===== src/rtl/atdt_pkg.sv =====
// Shared constants and tables for the tilt and double-tap unit.
// No dependencies.
`default_nettype none
package atdt_pkg;
    localparam int CordicIterations = 16;
    localparam int AtanLen = 24;

    localparam logic [1:0] REG_TAP_THRESHOLD = 2'd0;
    localparam logic [1:0] REG_TAP_WINDOW    = 2'd1;

    localparam logic [15:0] TapThresholdReset = 16'd24576;
    localparam logic [7:0]  TapWindowReset    = 8'd30;

    // atan(2^-i) in 2^-16 degree
    function automatic logic [21:0] atan_lookup(input logic [4:0] i);
        logic [21:0] r;
        case (i)
            5'd0: r = 22'd2949120;  5'd1: r = 22'd1740967;  5'd2: r = 22'd919879;
            5'd3: r = 22'd466945;   5'd4: r = 22'd234379;   5'd5: r = 22'd117304;
            5'd6: r = 22'd58666;    5'd7: r = 22'd29335;    5'd8: r = 22'd14668;
            5'd9: r = 22'd7334;     5'd10: r = 22'd3667;    5'd11: r = 22'd1833;
            5'd12: r = 22'd917;     5'd13: r = 22'd458;     5'd14: r = 22'd229;
            5'd15: r = 22'd115;     5'd16: r = 22'd57;      5'd17: r = 22'd29;
            5'd18: r = 22'd14;      5'd19: r = 22'd7;       5'd20: r = 22'd4;
            5'd21: r = 22'd2;       5'd22: r = 22'd1;       default: r = 22'd0;
        endcase
        return r;
    endfunction

    // calibration matrix, 2^-30 g per milli-g
    function automatic logic signed [21:0] cal_coef(input logic [1:0] row,
                                                    input logic [1:0] col);
        logic signed [21:0] r;
        case ({row, col})
            4'b0000: r = -22'sd1077787;
            4'b0001: r =  22'sd25005;
            4'b0010: r = -22'sd10656;
            4'b0100: r = -22'sd14286;
            4'b0101: r =  22'sd1094592;
            4'b0110: r =  22'sd1167;
            4'b1000: r = -22'sd14661;
            4'b1001: r = -22'sd4066;
            4'b1010: r =  22'sd1077024;
            default: r = '0;
        endcase
        return r;
    endfunction

    // calibration offsets, 2^-30 g
    function automatic logic signed [39:0] cal_offset(input logic [1:0] row);
        logic signed [39:0] r;
        case (row)
            2'd0:    r =  40'sd17593244;
            2'd1:    r = -40'sd8379722;
            2'd2:    r = -40'sd39436009;
            default: r = '0;
        endcase
        return r;
    endfunction
endpackage
`default_nettype wire


===== src/rtl/accel_tilt_and_double_tap_unit.sv =====
// Tilt angles and double-tap detection, top level with sequencer.
// Depends on atdt_pkg, atdt_isqrt, atdt_cordic.
// Steps per beat: idle, calibration, squares, three square-root passes, two CORDIC passes, output.
// s_tready is high only in idle; a finished result waits in S_DONE until the output register frees.
// aresetn (synchronous, active low) resets tap state, sequencer and config; datapath is not reset.
`default_nettype none
module accel_tilt_and_double_tap_unit #(
    parameter int CORDIC_ITERATIONS = atdt_pkg::CordicIterations
) (
    input  wire logic        aclk,
    input  wire logic        aresetn,
    input  wire logic        s_tvalid,
    output logic             s_tready,
    input  wire logic [47:0] s_tdata,   // accel_x, accel_y, accel_z
    output logic             m_tvalid,
    input  wire logic        m_tready,
    output logic [31:0]      m_tdata,   // pitch_angle[14:0], roll_angle[28:15], double_tap[29]
    input  wire logic        cfg_we,
    input  wire logic [1:0]  cfg_addr,
    input  wire logic [15:0] cfg_wdata
);
    localparam logic [2:0] S_IDLE = 3'd0, S_CAL = 3'd1, S_SQ = 3'd2, S_SQRT_GO = 3'd3,
                           S_SQRT_WAIT = 3'd4, S_CORD_GO = 3'd5, S_CORD_WAIT = 3'd6,
                           S_DONE = 3'd7;

    logic [2:0] state_reg, state_next;

    // configuration
    logic [15:0] thr_reg;
    logic [7:0]  win_reg;

    // tap state
    logic [7:0] wcnt_reg, wcnt_next, pcnt_reg, pcnt_next;
    logic       inpk_reg, inpk_next, tap_flag;

    // sample and datapath
    logic signed [15:0] raw_reg [3];
    logic signed [15:0] g_reg   [3];
    logic [31:0]        sq_reg  [3];
    logic [15:0]        rt_reg  [3];
    logic signed [39:0] acc_reg, sum;
    logic signed [37:0] prod_reg;
    logic signed [21:0] ma;
    logic signed [15:0] mb;
    logic signed [23:0] rnd;
    logic signed [15:0] g_sat;
    logic [1:0]         cr_reg, cc_reg, pr_reg, pc_reg;
    logic               iss_reg, pv_reg;
    logic [1:0]         ph_reg;
    logic signed [13:0] pitch_c_reg;
    // roll rides here until the beat is built
    logic signed [13:0] roll_reg;

    // shared units
    logic        sq_start, sq_done, cd_start, cd_done;
    logic [31:0] sq_in;
    logic [15:0] sq_root;
    logic signed [15:0] cd_num;
    logic [15:0]        cd_den;
    logic signed [13:0] cd_angle;
    logic signed [15:0] pitch_a, pitch_b;

    atdt_isqrt u_isqrt (
        .aclk(aclk), .aresetn(aresetn), .start(sq_start), .radicand(sq_in),
        .done(sq_done), .root(sq_root)
    );

    atdt_cordic #(.ITERATIONS(CORDIC_ITERATIONS)) u_cordic (
        .aclk(aclk), .aresetn(aresetn), .start(cd_start), .num(cd_num), .den(cd_den),
        .done(cd_done), .angle(cd_angle)
    );

    assign s_tready = (state_reg == S_IDLE);

    // multiplier operands: calibration terms or squares
    always_comb begin
        if (state_reg == S_SQ) begin
            ma = 22'(g_reg[cr_reg]);
            mb = g_reg[cr_reg];
        end else begin
            ma = atdt_pkg::cal_coef(cr_reg, cc_reg);
            mb = raw_reg[cc_reg];
        end
    end

    // accumulate, round half up to Q2.14, saturate
    always_comb begin
        sum = ((pc_reg == 2'd0) ? atdt_pkg::cal_offset(pr_reg) : acc_reg) + 40'(prod_reg);
        rnd = 24'((sum + 40'sd32768) >>> 16);
        if (rnd > 24'sd32767)       g_sat = 16'sd32767;
        else if (rnd < -24'sd32768) g_sat = -16'sd32768;
        else                        g_sat = rnd[15:0];
    end

    // radicands: x^2+z^2, y^2+z^2, x^2+y^2+z^2
    always_comb begin
        case (ph_reg)
            2'd0:    sq_in = sq_reg[0] + sq_reg[2];
            2'd1:    sq_in = sq_reg[1] + sq_reg[2];
            default: sq_in = sq_reg[0] + sq_reg[1] + sq_reg[2];
        endcase
    end

    assign sq_start = (state_reg == S_SQRT_GO);
    assign cd_start = (state_reg == S_CORD_GO);
    assign cd_num   = (ph_reg == 2'd0) ? g_reg[1] : g_reg[0];
    assign cd_den   = (ph_reg == 2'd0) ? rt_reg[0] : rt_reg[1];

    // pitch fold for z below zero, then wrap into 0..360
    always_comb begin
        pitch_a = g_reg[2][15] ? (16'sd11520 - 16'(pitch_c_reg)) : 16'(pitch_c_reg);
        pitch_b = pitch_a[15] ? (pitch_a + 16'sd23040) : pitch_a;
    end

    // tap detector, evaluated at end of sample
    always_comb begin
        wcnt_next = wcnt_reg;
        pcnt_next = pcnt_reg;
        inpk_next = inpk_reg;
        tap_flag  = 1'b0;
        if (inpk_reg) begin
            if (rt_reg[2] < thr_reg) begin
                if (pcnt_reg != 8'd255) pcnt_next = pcnt_reg + 8'd1;
                inpk_next = 1'b0;
                if (pcnt_next == 8'd2) tap_flag = 1'b1;
            end
        end else if (rt_reg[2] > thr_reg) begin
            inpk_next = 1'b1;
        end
        if (!tap_flag) begin
            wcnt_next = wcnt_reg + 8'd1;
            if (wcnt_next == win_reg) begin
                wcnt_next = '0;
                pcnt_next = '0;
                inpk_next = 1'b0;
            end
        end
    end

    always_comb begin
        state_next = state_reg;
        case (state_reg)
            S_IDLE:      if (s_tvalid) state_next = S_CAL;
            S_CAL:       if (pv_reg && pr_reg == 2'd2 && pc_reg == 2'd2) state_next = S_SQ;
            S_SQ:        if (pv_reg && pr_reg == 2'd2) state_next = S_SQRT_GO;
            S_SQRT_GO:   state_next = S_SQRT_WAIT;
            S_SQRT_WAIT: if (sq_done) state_next = (ph_reg == 2'd2) ? S_CORD_GO : S_SQRT_GO;
            S_CORD_GO:   state_next = S_CORD_WAIT;
            S_CORD_WAIT: if (cd_done) state_next = (ph_reg == 2'd1) ? S_DONE : S_CORD_GO;
            S_DONE:      if (!m_tvalid || m_tready) state_next = S_IDLE;
            default:     state_next = S_IDLE;
        endcase
    end

    always_ff @(posedge aclk) begin
        if (!aresetn) begin
            state_reg <= S_IDLE;
            thr_reg   <= atdt_pkg::TapThresholdReset;
            win_reg   <= atdt_pkg::TapWindowReset;
            wcnt_reg  <= '0;
            pcnt_reg  <= '0;
            inpk_reg  <= 1'b0;
            m_tvalid  <= 1'b0;
            iss_reg   <= 1'b0;
            pv_reg    <= 1'b0;
            cr_reg    <= '0;
            cc_reg    <= '0;
            ph_reg    <= '0;
        end else begin
            state_reg <= state_next;
            if (cfg_we && cfg_addr == atdt_pkg::REG_TAP_THRESHOLD) thr_reg <= cfg_wdata;
            if (cfg_we && cfg_addr == atdt_pkg::REG_TAP_WINDOW)    win_reg <= cfg_wdata[7:0];
            if (state_reg == S_DONE && (!m_tvalid || m_tready)) m_tvalid <= 1'b1;
            else if (m_tvalid && m_tready)                      m_tvalid <= 1'b0;
            pv_reg <= 1'b0;
            case (state_reg)
                S_IDLE: begin
                    cr_reg  <= '0;
                    cc_reg  <= '0;
                    ph_reg  <= '0;
                    iss_reg <= s_tvalid;
                end
                S_CAL: begin
                    if (iss_reg) begin
                        pv_reg <= 1'b1;
                        if (cc_reg == 2'd2) begin
                            cc_reg <= '0;
                            if (cr_reg == 2'd2) begin
                                cr_reg  <= '0;
                                iss_reg <= 1'b0;
                            end else begin
                                cr_reg <= cr_reg + 2'd1;
                            end
                        end else begin
                            cc_reg <= cc_reg + 2'd1;
                        end
                    end
                    if (pv_reg && pr_reg == 2'd2 && pc_reg == 2'd2) iss_reg <= 1'b1;
                end
                S_SQ: begin
                    if (iss_reg) begin
                        pv_reg <= 1'b1;
                        if (cr_reg == 2'd2) iss_reg <= 1'b0;
                        else                cr_reg  <= cr_reg + 2'd1;
                    end
                end
                S_SQRT_WAIT: begin
                    if (sq_done) ph_reg <= (ph_reg == 2'd2) ? 2'd0 : ph_reg + 2'd1;
                end
                S_CORD_WAIT: begin
                    if (cd_done) ph_reg <= ph_reg + 2'd1;
                end
                S_DONE: begin
                    if (!m_tvalid || m_tready) begin
                        wcnt_reg <= wcnt_next;
                        pcnt_reg <= pcnt_next;
                        inpk_reg <= inpk_next;
                    end
                end
                default: ;
            endcase
        end
    end

    // payload registers
    always_ff @(posedge aclk) begin
        if (state_reg == S_IDLE && s_tvalid) begin
            raw_reg[0] <= s_tdata[15:0];
            raw_reg[1] <= s_tdata[31:16];
            raw_reg[2] <= s_tdata[47:32];
        end
        if ((state_reg == S_CAL || state_reg == S_SQ) && iss_reg) begin
            prod_reg <= ma * mb;
            pr_reg   <= cr_reg;
            pc_reg   <= cc_reg;
        end
        if (state_reg == S_CAL && pv_reg) begin
            acc_reg <= sum;
            if (pc_reg == 2'd2) g_reg[pr_reg] <= g_sat;
        end
        if (state_reg == S_SQ && pv_reg) sq_reg[pr_reg] <= prod_reg[31:0];
        if (state_reg == S_SQRT_WAIT && sq_done) rt_reg[ph_reg] <= sq_root;
        if (state_reg == S_CORD_WAIT && cd_done && ph_reg == 2'd0) pitch_c_reg <= cd_angle;
        if (state_reg == S_CORD_WAIT && cd_done && ph_reg == 2'd1) roll_reg <= cd_angle;
        if (state_reg == S_DONE && (!m_tvalid || m_tready)) begin
            m_tdata <= {2'b00, tap_flag, roll_reg, pitch_b[14:0]};
        end
    end
endmodule
`default_nettype wire


===== src/rtl/atdt_isqrt.sv =====
// Iterative floor square root, two radicand bits per cycle.
// Depends on nothing.
`default_nettype none
module atdt_isqrt (
    input  wire logic        aclk,
    input  wire logic        aresetn,
    input  wire logic        start,
    input  wire logic [31:0] radicand,
    output logic             done,
    output logic [15:0]      root
);
    logic [31:0] val_reg, val_next;
    logic [17:0] rem_reg, rem_next;
    logic [15:0] root_reg, root_next;
    logic [3:0]  cnt_reg, cnt_next;
    logic        busy_reg, busy_next, done_reg, done_next;
    logic [17:0] rem_sh, trial;

    always_comb begin
        val_next  = val_reg;
        rem_next  = rem_reg;
        root_next = root_reg;
        cnt_next  = cnt_reg;
        busy_next = busy_reg;
        done_next = 1'b0;
        rem_sh    = {rem_reg[15:0], val_reg[31:30]};
        trial     = {root_reg, 2'b01};
        if (start) begin
            val_next  = radicand;
            rem_next  = '0;
            root_next = '0;
            cnt_next  = '0;
            busy_next = 1'b1;
        end else if (busy_reg) begin
            val_next = {val_reg[29:0], 2'b00};
            if (rem_sh >= trial) begin
                rem_next  = rem_sh - trial;
                root_next = {root_reg[14:0], 1'b1};
            end else begin
                rem_next  = rem_sh;
                root_next = {root_reg[14:0], 1'b0};
            end
            cnt_next = cnt_reg + 4'd1;
            if (cnt_reg == 4'd15) begin
                busy_next = 1'b0;
                done_next = 1'b1;
            end
        end
    end

    always_ff @(posedge aclk) begin
        val_reg  <= val_next;
        rem_reg  <= rem_next;
        root_reg <= root_next;
        cnt_reg  <= cnt_next;
        if (!aresetn) begin
            busy_reg <= 1'b0;
            done_reg <= 1'b0;
        end else begin
            busy_reg <= busy_next;
            done_reg <= done_next;
        end
    end

    assign done = done_reg;
    assign root = root_reg;
endmodule
`default_nettype wire


===== src/rtl/atdt_cordic.sv =====
// Vectoring CORDIC, one rotation per cycle; angle in 1/64 degree.
// Depends on atdt_pkg (arctangent table).
`default_nettype none
module atdt_cordic #(
    parameter int ITERATIONS = atdt_pkg::CordicIterations
) (
    input  wire logic               aclk,
    input  wire logic               aresetn,
    input  wire logic               start,
    input  wire logic signed [15:0] num,
    input  wire logic [15:0]        den,
    output logic                    done,
    output logic signed [13:0]      angle
);
    localparam int CntW = $clog2(ITERATIONS + 1);
    localparam int Last = ITERATIONS - 1;

    logic signed [27:0] x_reg, x_next, y_reg, y_next, xs, ys;
    logic signed [25:0] acc_reg, acc_next, acc_rnd;
    logic [CntW-1:0]    cnt_reg, cnt_next;
    logic               busy_reg, busy_next, done_reg, done_next;
    logic               zero_reg, zero_next;
    logic signed [15:0] rnd;
    logic signed [13:0] ang_reg, ang_next;
    logic [4:0]         idx;

    always_comb begin
        x_next    = x_reg;
        y_next    = y_reg;
        acc_next  = acc_reg;
        cnt_next  = cnt_reg;
        busy_next = busy_reg;
        zero_next = zero_reg;
        done_next = 1'b0;
        ang_next  = ang_reg;
        idx       = 5'(cnt_reg);
        xs        = x_reg >>> idx;
        ys        = y_reg >>> idx;
        acc_rnd   = acc_reg + 26'sd512;
        rnd       = acc_rnd[25:10];
        if (start) begin
            x_next    = {4'b0, den, 8'b0};
            y_next    = {{4{num[15]}}, num, 8'b0};
            acc_next  = '0;
            cnt_next  = '0;
            busy_next = 1'b1;
            zero_next = (num == 16'sd0);
        end else if (busy_reg) begin
            if (!y_reg[27]) begin
                x_next   = x_reg + ys;
                y_next   = y_reg - xs;
                acc_next = acc_reg + $signed({4'b0, atdt_pkg::atan_lookup(idx)});
            end else begin
                x_next   = x_reg - ys;
                y_next   = y_reg + xs;
                acc_next = acc_reg - $signed({4'b0, atdt_pkg::atan_lookup(idx)});
            end
            cnt_next = cnt_reg + 1'b1;
            if (cnt_reg == CntW'(Last)) begin
                busy_next = 1'b0;
            end
        end else if (cnt_reg == CntW'(ITERATIONS)) begin
            // finish: round, clamp; a zero numerator gives zero
            cnt_next  = '0;
            done_next = 1'b1;
            if (zero_reg)                 ang_next = '0;
            else if (rnd > 16'sd5760)     ang_next = 14'sd5760;
            else if (rnd < -16'sd5760)    ang_next = -14'sd5760;
            else                          ang_next = rnd[13:0];
        end
    end

    always_ff @(posedge aclk) begin
        x_reg    <= x_next;
        y_reg    <= y_next;
        acc_reg  <= acc_next;
        zero_reg <= zero_next;
        ang_reg  <= ang_next;
        if (!aresetn) begin
            cnt_reg  <= '0;
            busy_reg <= 1'b0;
            done_reg <= 1'b0;
        end else begin
            cnt_reg  <= cnt_next;
            busy_reg <= busy_next;
            done_reg <= done_next;
        end
    end

    assign done  = done_reg;
    assign angle = ang_reg;
endmodule
`default_nettype wire


===== config.mk =====
export PLATFORM = sky130hd
export DESIGN_NAME = accel_tilt_and_double_tap_unit
export DESIGN_NICKNAME = d
export VERILOG_FILES = /design/src/rtl/atdt_pkg.sv /design/src/rtl/accel_tilt_and_double_tap_unit.sv /design/src/rtl/atdt_isqrt.sv /design/src/rtl/atdt_cordic.sv
export SDC_FILE = /design/constraint.sdc
export NUM_CORES = 2
export LEC_CHECK = 0
export ABC_AREA = 0
export ABC_CLOCK_PERIOD_IN_PS = 10500
export BUFFER_PORTS_ARGS = -buffer_cell sky130_fd_sc_hd__buf_2
export CAP_MARGIN = 10
export CELL_PAD_IN_SITES_DETAIL_PLACEMENT = 1
export CELL_PAD_IN_SITES_GLOBAL_PLACEMENT = 1
export CORE_MARGIN = 2
export CORE_UTILIZATION = 52
export CTS_BUF_LIST = sky130_fd_sc_hd__clkbuf_16
export CTS_CLUSTER_SIZE = 28
export DETAILED_ROUTE_END_ITERATION = 12
export PLACE_DENSITY = 0.89
export SETUP_SLACK_MARGIN = 0.4
export SYNTH_ARGS = -nofsm -noshare
export SYNTH_HDL_FRONTEND = slang
export SYNTH_SLANG_ARGS = --single-unit

===== constraint.sdc =====
create_clock -name aclk -period 10.5 [get_ports aclk]
set_clock_uncertainty 0.1 [all_clocks]
set_input_delay 2.1 -clock aclk [delete_from_list [all_inputs] [get_ports aclk]]
set_output_delay 2.1 -clock aclk [all_outputs]
set_load 0.05 [all_outputs]

==> reports/results.ini <==
[logic_synthesis]
synth.avg_cell_area_um2=9.920
synth_edf_count=479
ys_warn_count=0
seq_area_frac_synth_pct=32.74
yosysUniqueCellTypes=110
synth-seq-cells=649
async_reset_ff_share_pct=0
synthCells=5477
syn_area_mm2=0.05433
synth_top_flop_cell=edfxtp_1

[grt]
grt_max_degree=86
overflow=0
grt_pass1_vias=48030
grt_usage_pct=33.95
grt_pass1_wl_mm=282.0
antenna_found_initial=9

[critical_path]
crit_required_ns=10.80
cp-end-kind=flop
timing.critical_path.buf_inv=4
critical_path_class=reg -> reg
critPathLaunchType=flop
crit_slowest_cell=fa_1
path_max_fanout=24
cpPeakStageDelay_ns=0.88
cp_common_cell=fa_1
crit_family=adder cells
crit_arrival_ns=10.11

[die]
design.core.area_mm2=0.1036
dieArea_mm2=0.1071
num_rows=118
die_w_um=327.2
ios=105
die_h_um=327.2
initial_core_util_pct=52.42

[drt]
drc=0
routed_wl_mm=183.0
first_iter_violations=3965
wire_per_inst_um=26.35
ant_nets=0
viasPerCell=6.418
vias=44580
drt_first_pass_iters=6

[timing]
rsz0062_at_grt=false
min_period_ns=9.817
slew_headroom_pct=21.02
slew_violations=0
tightest_slew_ns=1.185
period_share_pct=93.50
tns_ns=0
hold_violations=0
max_freq_mhz=101.9
setup_viol=0

[finish]
drive_above_1_share_pct=9.365
layout_commonest_cell=inv_1
largest_reg_flops=96
nets=6290
area_growth_pct=8.115
final_cell_mix=563 x inv_1, 509 x nor2_1, 479 x edfxtp_1

[cts]
clk-insertion-delay-late_ns=0.68
numCtsBuffers=75
cts_max_level=3
cts_setup_buffers=0
cts_tree=built
clock-root-buffer=clkbuf_16
cts.path.max_buffers=3
cts_resized=0
cts_hold_buffers=0
cts_sinks=649
clkTransAtPathRegs_ns=0.06

[job]
drv_cap=0

[placement]
place_congestion=0.9288
place_hpwl_mm=136.5
io_buffers=102

[outcome]
outcome=finished clean

[hold_path]
hp-class=reg -> reg

through the flow:
step	instance area (um2)	hold slack (ns)	worst slack [ns]	std cells	utilization, %
2_1_floorplan	54340	0.3003	1.906	5478	-
4_1_cts	58690	0.3221	0.8587	6940	56.63
3_3_place_gp	56170	0.3007	1.307	6801	54.20
3_5_place_dp	56170	0.3074	0.8971	6801	54.20
5_1_grt	58740	0.3345	0.4019	6945	56.67
6_report	58740	0.3202	0.6826	6946	56.68
final timing paths:
check	slack (ns)	cells after the start	start	endpoint
worst max-delay path	0.68	27	cr_reg[1]	prod_reg[32]
worst min-delay path	0.32	0	roll_reg[4]	m_tdata[19]
worst max register to register	0.68	27	cr_reg[1]	prod_reg[32]
worst min register to register	0.32	0	roll_reg[4]	m_tdata[19]
synth_stat cells (9+ instances only):
library cell / instances / share of area [%]
a211o_1: 18 / 0.29
a211oi_1: 46 / 0.64
a21boi_0: 42 / 0.58
a21o_1: 115 / 1.6
a21oi_1: 327 / 3.0
a22oi_1: 9 / 0.12
a31oi_1: 56 / 0.64
and2_1: 62 / 0.71
and3_1: 53 / 0.61
and4_1: 10 / 0.16
buf_1: 27 / 0.19
buf_2: 18 / 0.17
clkbuf_1: 160 / 1.1
dfxtp_1: 170 / 6.3
edfxtp_1: 479 / 26
fa_1: 372 / 14
ha_1: 346 / 8.0
inv_1: 555 / 3.8
mux2_2: 52 / 1.1
mux2i_1: 135 / 2.5
mux4_2: 90 / 3.7
nand2_1: 477 / 3.3
nand2b_1: 57 / 0.66
nand3_1: 81 / 0.75
nand3b_1: 10 / 0.14
nand4_1: 32 / 0.37
nor2_1: 511 / 3.5
nor2b_1: 63 / 0.73
nor3_1: 85 / 0.78
nor3b_1: 11 / 0.15
nor4_1: 18 / 0.21
o211ai_1: 27 / 0.37
o21a_1: 67 / 0.93
o21ai_0: 199 / 1.8
o21ai_1: 20 / 0.18
o21ai_2: 10 / 0.16
o21bai_1: 31 / 0.43
o22a_1: 9 / 0.15
o22ai_1: 50 / 0.58
o31a_1: 17 / 0.27
o31ai_1: 27 / 0.37
or2_2: 22 / 0.25
or3_1: 25 / 0.29
xnor2_1: 225 / 3.6
xor2_1: 100 / 1.6
area by class of cell:
cell class / instances / area [um2]
Antenna cell: 3 / 7.507
Timing Repair Buffer: 162 / 997.2
Tap cell: 1380 / 1727
Multi-Input combinational cell: 4053 / 33600
Clock buffer: 78 / 1952
Sequential cell: 649 / 17790
Clock inverter: 61 / 564.3
Fill cell: 11440 / 44900
Inverter: 560 / 2103
worst reg2reg max path, delay by kind of cell, from the launching register on:
kind                     cells  cell delay (ns)
XOR/XNOR                     1             0.14
adder cells (fa/ha/maj)      7             3.95
AND/OR/NAND/NOR              7             1.35
buffers and inverters        4             0.44
AO/OA/AOI/OAI                8             2.70
flip-flops                   1             0.86
logic make-up after synthesis:
kind of cell / count (synthesis) / synth area share [%]
multiplexers: 277 / 7.295
flip-flops: 649 / 32.74
AND/OR/NAND/NOR: 1553 / 13.29
adder cells (fa/ha/maj): 718 / 21.67
other: 1 / 0.006902
buffers and inverters: 776 / 5.499
AO/OA/AOI/OAI: 1178 / 14.26
XOR/XNOR: 325 / 5.239
per-layer routing:
layer	vias up	wire length [um]	global-route usage [%]
met3	715	13340	5.844
li1	19220	-	-
met2	2130	91070	58.95
met5	-	66	0
met1	22500	67140	39.66
met4	10	11390	19.45
Power is left out: the tool's default activity adds up to more than one toggle a clock period on the data nets, which glitch-free logic cannot reach.
